==> src/design/gaob_pkg.sv <==
// ----------------------------------------------------------------------------
// gaob_pkg
// Shared types and constants for the glyph alpha-over blend pipeline.
// ----------------------------------------------------------------------------
`default_nettype none

package gaob_pkg;

   localparam int PIX_W    = 8;             // one channel / coverage byte
   localparam int WGT_W    = 16;            // 255*a, (255-a)*da and their sum
   localparam int NUM_W    = 24;            // weighted color numerator
   localparam int CH       = 3;             // color channels
   localparam int DIV_STEPS = 2;            // quotient bits resolved per stage
   localparam int DIV_STAGES = PIX_W / DIV_STEPS;
   localparam int ADDR_W   = 4;
   localparam int DATA_W   = 32;
   localparam int FMT_W    = 2;
   localparam int REG_W    = 2;

   // pixel formats
   localparam logic [FMT_W-1:0] FMT_GRAY = 2'd0;
   localparam logic [FMT_W-1:0] FMT_RGB  = 2'd1;
   localparam logic [FMT_W-1:0] FMT_RGBA = 2'd2;

   // register indexes (byte address / 4)
   localparam logic [REG_W-1:0] REG_FORMAT = 2'd0;
   localparam logic [REG_W-1:0] REG_COLOR0 = 2'd1;
   localparam logic [REG_W-1:0] REG_COLOR1 = 2'd2;
   localparam logic [REG_W-1:0] REG_COLOR2 = 2'd3;

   localparam logic [PIX_W-1:0] PIX_MAX = 8'd255;

   // input beat, coverage in the lowest bits
   typedef struct packed {
      logic [PIX_W-1:0] dst_alpha;
      logic [PIX_W-1:0] dst_c2;
      logic [PIX_W-1:0] dst_c1;
      logic [PIX_W-1:0] dst_c0;
      logic [PIX_W-1:0] coverage;
   } pix_in_type;

   // output beat, out_c0 in the lowest bits
   typedef struct packed {
      logic [PIX_W-1:0] out_alpha;
      logic [PIX_W-1:0] out_c2;
      logic [PIX_W-1:0] out_c1;
      logic [PIX_W-1:0] out_c0;
   } pix_out_type;

   // live configuration
   typedef struct packed {
      logic [FMT_W-1:0]          fmt;
      logic [CH-1:0][PIX_W-1:0]  color;
   } cfg_type;

   // values that ride alongside the divider
   typedef struct packed {
      logic [CH-1:0][PIX_W-1:0] res;        // shift-mode result or passthrough
      logic [PIX_W-1:0]         da;         // destination alpha
      logic                     over;       // four-channel over operator
   } side_type;

endpackage

`default_nettype wire

==> src/design/glyph_alpha_over_blend.sv <==
// ----------------------------------------------------------------------------
// glyph_alpha_over_blend
// Blends a text color over a destination pixel stream, weighted by glyph
// coverage.
//
// Usage:
//   req_* carries one destination pixel and its coverage byte per beat;
//   rsp_* returns one blended pixel per beat, in order. csr_* is an APB-style
//   port for the pixel format and the three text color channels; write it
//   only while no pixel is in flight.
//   The beat is loaded at the accepting edge into the first of seven register
//   stages (two multiply stages, four divider stages of two quotient bits
//   each, and the output register). Throughput is one pixel per cycle while
//   the output is not stalled, set by the fully pipelined divider lanes.
//   Reset clears the registers to grayscale with a black text color and
//   empties the pipeline. With rsp_tvalid high and rsp_tready low the whole
//   pipeline holds; a beat arriving in that cycle lands in a one-entry skid
//   buffer and req_tready drops the cycle after, so nothing is lost or
//   repeated.
// ----------------------------------------------------------------------------
`default_nettype none

module glyph_alpha_over_blend (
   input  wire logic                         clock,
   input  wire logic                         reset,
   // input pixels
   input  wire logic                         req_tvalid,
   output logic                              req_tready,
   // [7:0] coverage, [15:8] dst_c0, [23:16] dst_c1, [31:24] dst_c2,
   // [39:32] dst_alpha
   input  wire logic [39:0]                  req_tdata,
   // blended pixels
   output logic                              rsp_tvalid,
   input  wire logic                         rsp_tready,
   // [7:0] out_c0, [15:8] out_c1, [23:16] out_c2, [31:24] out_alpha
   output logic [31:0]                       rsp_tdata,
   // configuration
   input  wire logic                         csr_psel,
   input  wire logic                         csr_penable,
   input  wire logic                         csr_pwrite,
   input  wire logic [gaob_pkg::ADDR_W-1:0]  csr_paddr,
   input  wire logic [gaob_pkg::DATA_W-1:0]  csr_pwdata,
   output logic      [gaob_pkg::DATA_W-1:0]  csr_prdata,
   output logic                              csr_pready
);

   localparam int PW = gaob_pkg::PIX_W;
   localparam int WW = gaob_pkg::WGT_W;
   localparam int NW = gaob_pkg::NUM_W;
   localparam int NC = gaob_pkg::CH;

   gaob_pkg::cfg_type            cfg;

   logic                         adv;
   logic                         skid_valid_ff;
   gaob_pkg::pix_in_type         skid_data_ff;
   logic                         src_valid;
   gaob_pkg::pix_in_type         src_pix;

   logic                         fr_valid;
   logic [NC-1:0][NW-1:0]        fr_num;
   logic [WW-1:0]                fr_den;
   gaob_pkg::side_type           fr_side;

   logic                         dv_valid;
   logic [NC-1:0][PW-1:0]        dv_quot;
   logic [WW-1:0]                dv_den;
   gaob_pkg::side_type           dv_side;

   logic                         out_valid_ff;
   gaob_pkg::pix_out_type        out_data_ff, out_data_in;
   logic [WW:0]                  alpha_sum;
   logic                         den_zero;

   gaob_csr u_csr (
      .clock       (clock),
      .reset       (reset),
      .csr_psel    (csr_psel),
      .csr_penable (csr_penable),
      .csr_pwrite  (csr_pwrite),
      .csr_paddr   (csr_paddr),
      .csr_pwdata  (csr_pwdata),
      .csr_prdata  (csr_prdata),
      .csr_pready  (csr_pready),
      .cfg         (cfg)
   );

   // whole pipeline moves when the output register can take a beat
   assign adv        = ~out_valid_ff | rsp_tready;
   assign req_tready = ~skid_valid_ff;

   // skid buffer: catches a beat accepted while the pipeline holds
   always_ff @(posedge clock) begin
      if (reset) begin
         skid_valid_ff <= 1'b0;
      end else if (adv) begin
         skid_valid_ff <= 1'b0;
      end else if (req_tvalid & req_tready) begin
         skid_valid_ff <= 1'b1;
      end
   end

   always_ff @(posedge clock) begin
      if (!adv && !skid_valid_ff) begin
         skid_data_ff <= gaob_pkg::pix_in_type'(req_tdata);
      end
   end

   assign src_valid = skid_valid_ff | req_tvalid;
   assign src_pix   = skid_valid_ff ? skid_data_ff : gaob_pkg::pix_in_type'(req_tdata);

   gaob_front u_front (
      .clock     (clock),
      .reset     (reset),
      .adv       (adv),
      .in_valid  (src_valid),
      .in_pix    (src_pix),
      .cfg       (cfg),
      .out_valid (fr_valid),
      .out_num   (fr_num),
      .out_den   (fr_den),
      .out_side  (fr_side)
   );

   gaob_div u_div (
      .clock     (clock),
      .reset     (reset),
      .adv       (adv),
      .in_valid  (fr_valid),
      .in_num    (fr_num),
      .in_den    (fr_den),
      .in_side   (fr_side),
      .out_valid (dv_valid),
      .out_quot  (dv_quot),
      .out_den   (dv_den),
      .out_side  (dv_side)
   );

   // final select; alpha = floor(den/255) = (den + (den >> 8) + 1) >> 8
   always_comb begin
      alpha_sum = {1'b0, dv_den} + (WW + 1)'(dv_den[WW-1:PW]) + (WW + 1)'(1);
      den_zero  = (dv_den == '0);
      if (dv_side.over) begin
         out_data_in.out_c0    = den_zero ? dv_side.res[0] : dv_quot[0];
         out_data_in.out_c1    = den_zero ? dv_side.res[1] : dv_quot[1];
         out_data_in.out_c2    = den_zero ? dv_side.res[2] : dv_quot[2];
         out_data_in.out_alpha = alpha_sum[WW-1:PW];
      end else begin
         out_data_in.out_c0    = dv_side.res[0];
         out_data_in.out_c1    = dv_side.res[1];
         out_data_in.out_c2    = dv_side.res[2];
         out_data_in.out_alpha = dv_side.da;
      end
   end

   // output register
   always_ff @(posedge clock) begin
      if (reset) begin
         out_valid_ff <= 1'b0;
      end else if (adv) begin
         out_valid_ff <= dv_valid;
      end
   end

   always_ff @(posedge clock) begin
      if (adv) begin
         out_data_ff <= out_data_in;
      end
   end

   assign rsp_tvalid = out_valid_ff;
   assign rsp_tdata  = out_data_ff;

endmodule

`default_nettype wire

==> src/design/gaob_csr.sv <==
// ----------------------------------------------------------------------------
// gaob_csr
// APB-style register file: pixel format and the three text color channels.
// ----------------------------------------------------------------------------
`default_nettype none

module gaob_csr (
   input  wire logic                         clock,
   input  wire logic                         reset,
   input  wire logic                         csr_psel,
   input  wire logic                         csr_penable,
   input  wire logic                         csr_pwrite,
   input  wire logic [gaob_pkg::ADDR_W-1:0]  csr_paddr,
   input  wire logic [gaob_pkg::DATA_W-1:0]  csr_pwdata,
   output logic      [gaob_pkg::DATA_W-1:0]  csr_prdata,
   output logic                              csr_pready,
   output gaob_pkg::cfg_type                 cfg
);

   logic [gaob_pkg::FMT_W-1:0]                         fmt_ff;
   logic [gaob_pkg::CH-1:0][gaob_pkg::PIX_W-1:0]       color_ff;
   logic [gaob_pkg::REG_W-1:0]                         reg_idx;
   logic                                               wr_en;

   assign reg_idx    = csr_paddr[gaob_pkg::ADDR_W-1:2];
   assign wr_en      = csr_psel & csr_penable & csr_pwrite & csr_pready;
   assign csr_pready = 1'b1;

   // register writes
   always_ff @(posedge clock) begin
      if (reset) begin
         fmt_ff   <= '0;
         color_ff <= '0;
      end else if (wr_en) begin
         case (reg_idx)
            gaob_pkg::REG_FORMAT: fmt_ff      <= csr_pwdata[gaob_pkg::FMT_W-1:0];
            gaob_pkg::REG_COLOR0: color_ff[0] <= csr_pwdata[gaob_pkg::PIX_W-1:0];
            gaob_pkg::REG_COLOR1: color_ff[1] <= csr_pwdata[gaob_pkg::PIX_W-1:0];
            gaob_pkg::REG_COLOR2: color_ff[2] <= csr_pwdata[gaob_pkg::PIX_W-1:0];
            default: ;
         endcase
      end
   end

   // read mux
   always_comb begin
      case (reg_idx)
         gaob_pkg::REG_FORMAT: csr_prdata = gaob_pkg::DATA_W'(fmt_ff);
         gaob_pkg::REG_COLOR0: csr_prdata = gaob_pkg::DATA_W'(color_ff[0]);
         gaob_pkg::REG_COLOR1: csr_prdata = gaob_pkg::DATA_W'(color_ff[1]);
         gaob_pkg::REG_COLOR2: csr_prdata = gaob_pkg::DATA_W'(color_ff[2]);
         default:              csr_prdata = '0;
      endcase
   end

   assign cfg.fmt   = fmt_ff;
   assign cfg.color = color_ff;

endmodule

`default_nettype wire

==> src/design/gaob_front.sv <==
// ----------------------------------------------------------------------------
// gaob_front
// Two multiply stages: weights and shift-mode mixes, then over numerators.
// ----------------------------------------------------------------------------
`default_nettype none

module gaob_front (
   input  wire logic                                          clock,
   input  wire logic                                          reset,
   input  wire logic                                          adv,
   input  wire logic                                          in_valid,
   input  wire gaob_pkg::pix_in_type                          in_pix,
   input  wire gaob_pkg::cfg_type                             cfg,
   output logic                                               out_valid,
   output logic [gaob_pkg::CH-1:0][gaob_pkg::NUM_W-1:0]       out_num,
   output logic [gaob_pkg::WGT_W-1:0]                         out_den,
   output gaob_pkg::side_type                                 out_side
);

   localparam int PW = gaob_pkg::PIX_W;
   localparam int WW = gaob_pkg::WGT_W;
   localparam int NW = gaob_pkg::NUM_W;
   localparam int NC = gaob_pkg::CH;

   // stage 1 registers
   logic                        s1_valid_ff;
   logic [WW-1:0]               wa_ff, wa_in;
   logic [WW-1:0]               wb_ff, wb_in;
   logic [NC-1:0][PW-1:0]       dst_ff, dst_in;
   gaob_pkg::side_type          side1_ff, side1_in;

   // stage 2 registers
   logic                        s2_valid_ff;
   logic [NC-1:0][NW-1:0]       num_ff, num_in;
   logic [WW-1:0]               den_ff, den_in;
   gaob_pkg::side_type          side2_ff;

   logic [PW-1:0]               inv_cov;
   logic [NC-1:0][WW-1:0]       mix;
   logic [NC-1:0]               mix_en;
   logic                        is_over;

   // stage 1: weights, shift-mode blend per channel
   always_comb begin
      inv_cov = gaob_pkg::PIX_MAX - in_pix.coverage;
      is_over = (cfg.fmt == gaob_pkg::FMT_RGBA);
      mix_en[0] = (cfg.fmt == gaob_pkg::FMT_GRAY) || (cfg.fmt == gaob_pkg::FMT_RGB);
      mix_en[1] = (cfg.fmt == gaob_pkg::FMT_RGB);
      mix_en[2] = (cfg.fmt == gaob_pkg::FMT_RGB);
      dst_in[0] = in_pix.dst_c0;
      dst_in[1] = in_pix.dst_c1;
      dst_in[2] = in_pix.dst_c2;
      // 255*a = (a << 8) - a
      wa_in = {in_pix.coverage, {PW{1'b0}}} - WW'(in_pix.coverage);
      wb_in = WW'(inv_cov * in_pix.dst_alpha);
      for (int c = 0; c < NC; c++) begin
         mix[c] = WW'(in_pix.coverage * cfg.color[c]) + WW'(inv_cov * dst_in[c]);
         side1_in.res[c] = mix_en[c] ? mix[c][WW-1:PW] : dst_in[c];
      end
      side1_in.da   = in_pix.dst_alpha;
      side1_in.over = is_over;
   end

   always_ff @(posedge clock) begin
      if (reset) begin
         s1_valid_ff <= 1'b0;
      end else if (adv) begin
         s1_valid_ff <= in_valid;
      end
   end

   always_ff @(posedge clock) begin
      if (adv) begin
         wa_ff    <= wa_in;
         wb_ff    <= wb_in;
         dst_ff   <= dst_in;
         side1_ff <= side1_in;
      end
   end

   // stage 2: over numerators and the shared denominator
   always_comb begin
      den_in = wa_ff + wb_ff;
      for (int c = 0; c < NC; c++) begin
         num_in[c] = NW'(wa_ff * cfg.color[c]) + NW'(wb_ff * dst_ff[c]);
      end
   end

   always_ff @(posedge clock) begin
      if (reset) begin
         s2_valid_ff <= 1'b0;
      end else if (adv) begin
         s2_valid_ff <= s1_valid_ff;
      end
   end

   always_ff @(posedge clock) begin
      if (adv) begin
         num_ff   <= num_in;
         den_ff   <= den_in;
         side2_ff <= side1_ff;
      end
   end

   assign out_valid = s2_valid_ff;
   assign out_num   = num_ff;
   assign out_den   = den_ff;
   assign out_side  = side2_ff;

endmodule

`default_nettype wire

==> src/design/gaob_div.sv <==
// ----------------------------------------------------------------------------
// gaob_div
// Pipelined restoring divider, three lanes sharing one divisor. Each stage
// resolves DIV_STEPS quotient bits, most significant first.
// ----------------------------------------------------------------------------
`default_nettype none

module gaob_div (
   input  wire logic                                          clock,
   input  wire logic                                          reset,
   input  wire logic                                          adv,
   input  wire logic                                          in_valid,
   input  wire logic [gaob_pkg::CH-1:0][gaob_pkg::NUM_W-1:0]  in_num,
   input  wire logic [gaob_pkg::WGT_W-1:0]                    in_den,
   input  wire gaob_pkg::side_type                            in_side,
   output logic                                               out_valid,
   output logic [gaob_pkg::CH-1:0][gaob_pkg::PIX_W-1:0]       out_quot,
   output logic [gaob_pkg::WGT_W-1:0]                         out_den,
   output gaob_pkg::side_type                                 out_side
);

   localparam int PW = gaob_pkg::PIX_W;
   localparam int WW = gaob_pkg::WGT_W;
   localparam int NW = gaob_pkg::NUM_W;
   localparam int NC = gaob_pkg::CH;
   localparam int NS = gaob_pkg::DIV_STAGES;
   localparam int ST = gaob_pkg::DIV_STEPS;

   logic [NS-1:0]                          vld_ff;
   logic [NS-1:0][NC-1:0][NW-1:0]          rem_ff, rem_in;
   logic [NS-1:0][NC-1:0][PW-1:0]          quot_ff, quot_in;
   logic [NS-1:0][WW-1:0]                  den_ff;
   gaob_pkg::side_type                     side_ff [NS];

   for (genvar s = 0; s < NS; s++) begin : g_stage
      logic                       vld_src;
      logic [NC-1:0][NW-1:0]      rem_src;
      logic [NC-1:0][PW-1:0]      quot_src;
      logic [WW-1:0]              den_src;
      gaob_pkg::side_type         side_src;

      if (s == 0) begin : g_first
         assign vld_src  = in_valid;
         assign rem_src  = in_num;
         assign quot_src = '0;
         assign den_src  = in_den;
         assign side_src = in_side;
      end else begin : g_next
         assign vld_src  = vld_ff[s-1];
         assign rem_src  = rem_ff[s-1];
         assign quot_src = quot_ff[s-1];
         assign den_src  = den_ff[s-1];
         assign side_src = side_ff[s-1];
      end

      // trial subtract of the shifted divisor, one quotient bit per step
      always_comb begin
         logic [NW:0] trial;
         rem_in[s]  = rem_src;
         quot_in[s] = quot_src;
         for (int c = 0; c < NC; c++) begin
            for (int j = 0; j < ST; j++) begin
               trial = {1'b0, rem_in[s][c]}
                     - {1'b0, NW'(NW'(den_src) << (PW - 1 - s * ST - j))};
               if (!trial[NW]) begin
                  rem_in[s][c] = trial[NW-1:0];
               end
               quot_in[s][c] = {quot_in[s][c][PW-2:0], ~trial[NW]};
            end
         end
      end

      always_ff @(posedge clock) begin
         if (reset) begin
            vld_ff[s] <= 1'b0;
         end else if (adv) begin
            vld_ff[s] <= vld_src;
         end
      end

      always_ff @(posedge clock) begin
         if (adv) begin
            rem_ff[s]  <= rem_in[s];
            quot_ff[s] <= quot_in[s];
            den_ff[s]  <= den_src;
            side_ff[s] <= side_src;
         end
      end
   end

   assign out_valid = vld_ff[NS-1];
   assign out_quot  = quot_ff[NS-1];
   assign out_den   = den_ff[NS-1];
   assign out_side  = side_ff[NS-1];

endmodule

`default_nettype wire
==> config.mk <==
export PLATFORM = sky130hd
export DESIGN_NAME = glyph_alpha_over_blend
export DESIGN_NICKNAME = d
export VERILOG_FILES = /design/src/design/gaob_pkg.sv /design/src/design/glyph_alpha_over_blend.sv /design/src/design/gaob_csr.sv /design/src/design/gaob_front.sv /design/src/design/gaob_div.sv
export SDC_FILE = /design/constraint.sdc
export NUM_CORES = 2
export LEC_CHECK = 0
export BUFFER_PORTS_ARGS = -buffer_cell sky130_fd_sc_hd__buf_2
export CAP_MARGIN = 20
export CORE_MARGIN = 10
export CORE_UTILIZATION = 60
export CTS_CLUSTER_DIAMETER = 80
export DETAILED_ROUTE_END_ITERATION = 10
export GPL_ROUTABILITY_DRIVEN = 0
export GPL_TIMING_DRIVEN = 0
export PLACE_DENSITY = 0.73
export SYNTH_ARGS = -nofsm -noshare
export SYNTH_HDL_FRONTEND = slang
export SYNTH_SLANG_ARGS = --single-unit
==> constraint.sdc <==
create_clock -name clock -period 24.8 [get_ports clock]
set_clock_uncertainty 0.2 [all_clocks]
set_input_delay 2.48 -clock clock [delete_from_list [all_inputs] [get_ports clock]]
set_output_delay 2.48 -clock clock [all_outputs]
set_load 0.03 [all_outputs]
## Yosys cells after proc, flatten, opt, wreduce, memory -nomap -nowiden

Memories as Yosys holds them, arrays and structs flattened.
Cells that the tools add are included.
W data, S select, Z words.

- Register bits after elaboration: 656
- Latch bits: 0
- Memory bits (writable): 132
- Bits in read-only memories: 0
- Bits of input ports: 83
- Output and inout port bits: 67
- Memories kept: 1

Memory list:

| name | words | bits a word | read ports | clocked after Yosys merged registers in | write ports | line | RTL |
|---|---|---|---|---|---|---|---|
| u_div.side_ff | 4 | 33 | 4 | 0 | 4 | gaob_div.sv:33 | `gaob_pkg::side_type side_ff [NS];` |

- $add $sub $neg: 35
- Multiply operators: 13
- Div/mod/pow operators: 0
- $lt $le $gt $ge: 0
- Equality and inequality tests: 5
- Shift operators: 0
- Multiplexer cells: 32
- Bitwise operators: 31
- Reduce and logical (&&, ||, !) cells: 12

Operators with widths:

| operator | number |
|---|---|
| $mux W24 | 21 |
| $mul A16 B8 Y24 | 6 |
| $pmux W32 S4 | 1 |
| $mul A8 B8 Y16 | 7 |
| $sub A24 B16 Y25 | 3 |
| $sub A24 B17 Y25 | 3 |
| $sub A24 B18 Y25 | 3 |
| $sub A24 B19 Y25 | 3 |
| $sub A24 B20 Y25 | 3 |
| $sub A24 B21 Y25 | 3 |
| $sub A24 B22 Y25 | 3 |
| $sub A24 B23 Y25 | 3 |
| $add A24 B24 Y24 | 3 |
| $add A16 B16 Y16 | 4 |
| $mux W8 | 6 |
| $mux W40 | 1 |
| $mux W32 | 1 |
| $not A1 Y1 | 26 |
| $add A16 B1 Y16 const B | 1 |
| $add A16 B8 Y16 | 1 |
| $logic_not A16 Y1 | 1 |
| $sub A16 B8 Y16 | 1 |
| $reduce_and A2 Y1 | 4 |
| $sub A8 B8 Y8 const A | 1 |
| other kinds (10) | 19 |

## Depth between registers and ports, before layout

- Depth after elaboration: 5
- Depth in mapped cells: 27
- Gate-level depth less buffers: 23

## Modules after synthesis

From an unflattened synthesis, not the netlist that was laid out.

- Cell total of the unflattened synthesis: 8638
- Area, all modules: 87133.6 um^2

Modules (own cells, without submodules):

| module | times used | cells each | area each (um^2) |
|---|---|---|---|
| gaob_front | 1 | 4785 | 46140.5 |
| gaob_div | 1 | 3492 | 35962.0 |
| glyph_alpha_over_blend | 1 | 216 | 3543.4 |
| gaob_csr | 1 | 145 | 1487.7 |

## Worst setup path after synthesis

OpenSTA, ideal clock, no wires.

- Kind: input to register
- Start point: input rsp_tready
- End point: register skid_data_ff[0] (netlist bit), enable pin
- Arrival time: 15.053 ns
- Data required time: 23.323 ns
- Setup slack: 8.270 ns
- Cell stages on the path: 4
- Cell sequence: nor2b_1 > clkbuf_1 > inv_2 > nor2_1

- Longest elaborated chain between the ends: 3

Ends and longest elaborated chain:

| item | line | RTL |
|---|---|---|
| start: declaration | glyph_alpha_over_blend.sv:34 | `input wire logic rsp_tready,` |
| $or A1 B1 Y1 | glyph_alpha_over_blend.sv:89 | `assign adv = ~out_valid_ff \| rsp_tready;` |
| named net adv | glyph_alpha_over_blend.sv:54 | `logic adv;` |
| $logic_not A1 Y1 | glyph_alpha_over_blend.sv:104 | `if (!adv && !skid_valid_ff) begin` |
| $logic_and A1 B1 Y1 | glyph_alpha_over_blend.sv:104 |  |
| end signal: assignment | glyph_alpha_over_blend.sv:105 | `skid_data_ff <= gaob_pkg::pix_in_type'(req_tdata);` |
| end: declaration | glyph_alpha_over_blend.sv:56 | `gaob_pkg::pix_in_type skid_data_ff;` |

The timed path passes the listed nets, and every way through them passes these cells.
A chain may end at the register's enable or synchronous reset.

==> metrics.txt <==
top cell type by total area after synthesis=edfxtp_1; total track usage=31.5%; hold path depth=0; number of nets in the layout=10700; drt total wl=250000 um; Avg Cell Area, Syn=9.97 um^2; synthesized instance count=8587; synth top area cells=edfxtp_1 26%, fa_1 23%, ha_1 12%; final setup vio count=0; share of cells above drive strength 1=6.19%; Synth Cell Area=0.0856 mm^2; WL/cell=23.2 um; HPWL Detailed=199000 um; total negative slack=0 ns; Main synth FF type=edfxtp_1; R2R cell count=22; fin. max-slew vios=0; Std-Cell Core Area=0.142 mm^2; Netlist cell types=112; clock root buffer master=clkbuf_16; Yosys Warn Count=0; CTS Buf Count=88; WP data arrival=10.27 ns; via/cell ratio=5.98; first-pass GRT wire length=381000 um; Iter 0 DRT Violations=6105; Die X=398 um; Worst Setup Path Type=in -> reg; unrepaired setup endpoints after global routing=no; Worst setup SP type=input port; ys async rst share=0%; Die Height=398 um; CTS tree=built; Remaining Overflow, GRT=0; CTS resizes=0; Skew-Pair Late Insertion Delay=0.74 ns; clock sink count=788; fill cell count=11200; area fraction of the dominant cell type after synthesis=26.5%; via count=64500; worst slew pin tran=1.19 ns; Seq/Total Area, Yosys=27.2%; most frequent cells after synthesis=1383 x inv_1, 967 x fa_1, 903 x nand2_1; number of max-cap violations=0; CTS Buffer Depth=3; Initial Util=60.5%; slew margin rel.=20.3%; CTS hold repair buffers=0; DRC=0; Worst Hold Class=reg -> reg; post-CTS setup buffers=0; Multi-input gate area=0.0560 mm^2; CTS HTree Levels=3; Fin. Hold Viols=0; largest net degree at the start of global routing=147; Critical Path Sink Type=flop; register area=0.0233 mm^2; post-layout min period=10.09 ns; area added between synthesis and finish=7.31%; Post-synth EDFFs=754; row cnt=138; FF-to-FF setup slack=14.77 ns; drt first pass iters=7; # port buffers=97; I/O pins=150; Worst-path clk slew=0.06 ns; initial antenna violation count=25; Routed Antenna Nets=0; die area=0.158 mm^2; Critical Path RT=24.99 ns; fmax=99.1 MHz; top fanout value on the critical path=10; number of synthesized register bits=788; most frequent cell after synthesis=inv_1; vias in the first global route=66400; status=finished clean; Final Cycle Share=40.7%
-- worst max-delay path: stages --
cell and delay, ns:
buf_2 0.10, mux2i_1 0.69, clkinv_1 0.56, clkbuf_1 0.54
nand2_1 0.23, fa_1 0.48, fa_1 0.48, fa_1 0.52
inv_1 0.06, fa_1 0.50, fa_1 0.55, fa_1 0.44
ha_1 0.28, a21o_1 0.16, a21oi_1 0.34, o21bai_1 0.19
a211oi_1 0.42, o21bai_1 0.16, a21oi_1 0.19, xor2_1 0.09
a21oi_1 0.78
-- layer usage --
layer | GRT usage, % | part of all wire (%)
met5 | 0 | 0.050
met4 | 22.3 | 8.6
met3 | 6.87 | 9.7
met2 | 50.3 | 45
met1 | 37.8 | 36
-- flip-flops by register name, summed over array words and instances, names as in the netlist, 24 cells and up --
register / flops
u_front.out_num: 72
u_div.g_stage.den_src: 48
u_front.out_side: 33
u_div.g_stage.rem_src: 216
u_div.out_quot: 24
u_front.side1_ff: 33
u_front.dst_ff: 24
rsp_tdata: 32
u_div.g_stage.quot_src: 36
u_csr.cfg: 24
u_div.side_ff: 132
skid_data_ff: 40
-- per-stage QoR --
step | hold WS [ns] | worst slack (ns) | cell area [um^2] | cells | utilization, %
2_1_floorplan | 0.200 | 8.27 | 85700 | 8610 | -
3_3_place_gp | 0.200 | -0.736 | 88500 | 10600 | 62.5
3_5_place_dp | 0.205 | 14.31 | 88800 | 10600 | 62.7
4_1_cts | 0.203 | 14.98 | 91800 | 10800 | 64.8
5_1_grt | 0.215 | 14.55 | 91800 | 10800 | 64.9
6_report | 0.209 | 14.71 | 91900 | 10800 | 64.9
-- worst paths after layout --
check / start / end
setup / recovery: req_tdata[0] / u_front.side1_ff[22]
setup reg to reg: skid_valid_ff / u_front.side1_ff[22]
hold reg to reg: u_div.side_ff[0][26] / u_div.side_ff[1][26]
hold / removal: u_div.side_ff[0][26] / u_div.side_ff[1][26]
-- cell families after synthesis --
| family | Yosys count | share of synthesized area [%] |
|---|---|---|
| AND/OR/NAND/NOR | 2453 | 13.6 |
| buffers and inverters | 1658 | 7.47 |
| XOR/XNOR | 378 | 3.87 |
| flip-flops | 788 | 27.2 |
| AO/OA/AOI/OAI | 1191 | 8.91 |
| other | 2 | 0.00877 |
| multiplexers | 317 | 4.07 |
| adder cells (fa/ha/maj) | 1800 | 34.8 |
-- layout by cell type (no fill, tap or decap), types with 41 or more instances in the layout --
cell	instances
fa_1	967
ha_1	833
o21ai_0	278
nand2b_1	78
clkbuf_16	88
nor2_1	539
a21oi_1	360
or3_1	41
a21o_1	109
nand3_1	77
and2_1	487
mux2i_1	98
buf_2	101
xor2_1	99
nor2b_1	73
xnor2_1	279
nor3_1	119
edfxtp_1	754
o21a_1	87
mux2_2	181
nand2_1	903
inv_1	1383
clkbuf_1	230
-- layout make-up --
type / instances / area share [%]
Clock buffer: 97 / 2.43
Antenna cell: 16 / 0.0436
Inverter: 1387 / 5.68
Sequential cell: 788 / 25.4
Clock inverter: 65 / 0.874
Tap cell: 1890 / 2.57
Multi-Input combinational cell: 6164 / 60.9
Buffer: 271 / 1.30
Timing Repair Buffer: 108 / 0.775
Power is left out: the tool's default activity adds up to more than one toggle a clock period on the data nets, which glitch-free logic cannot reach.
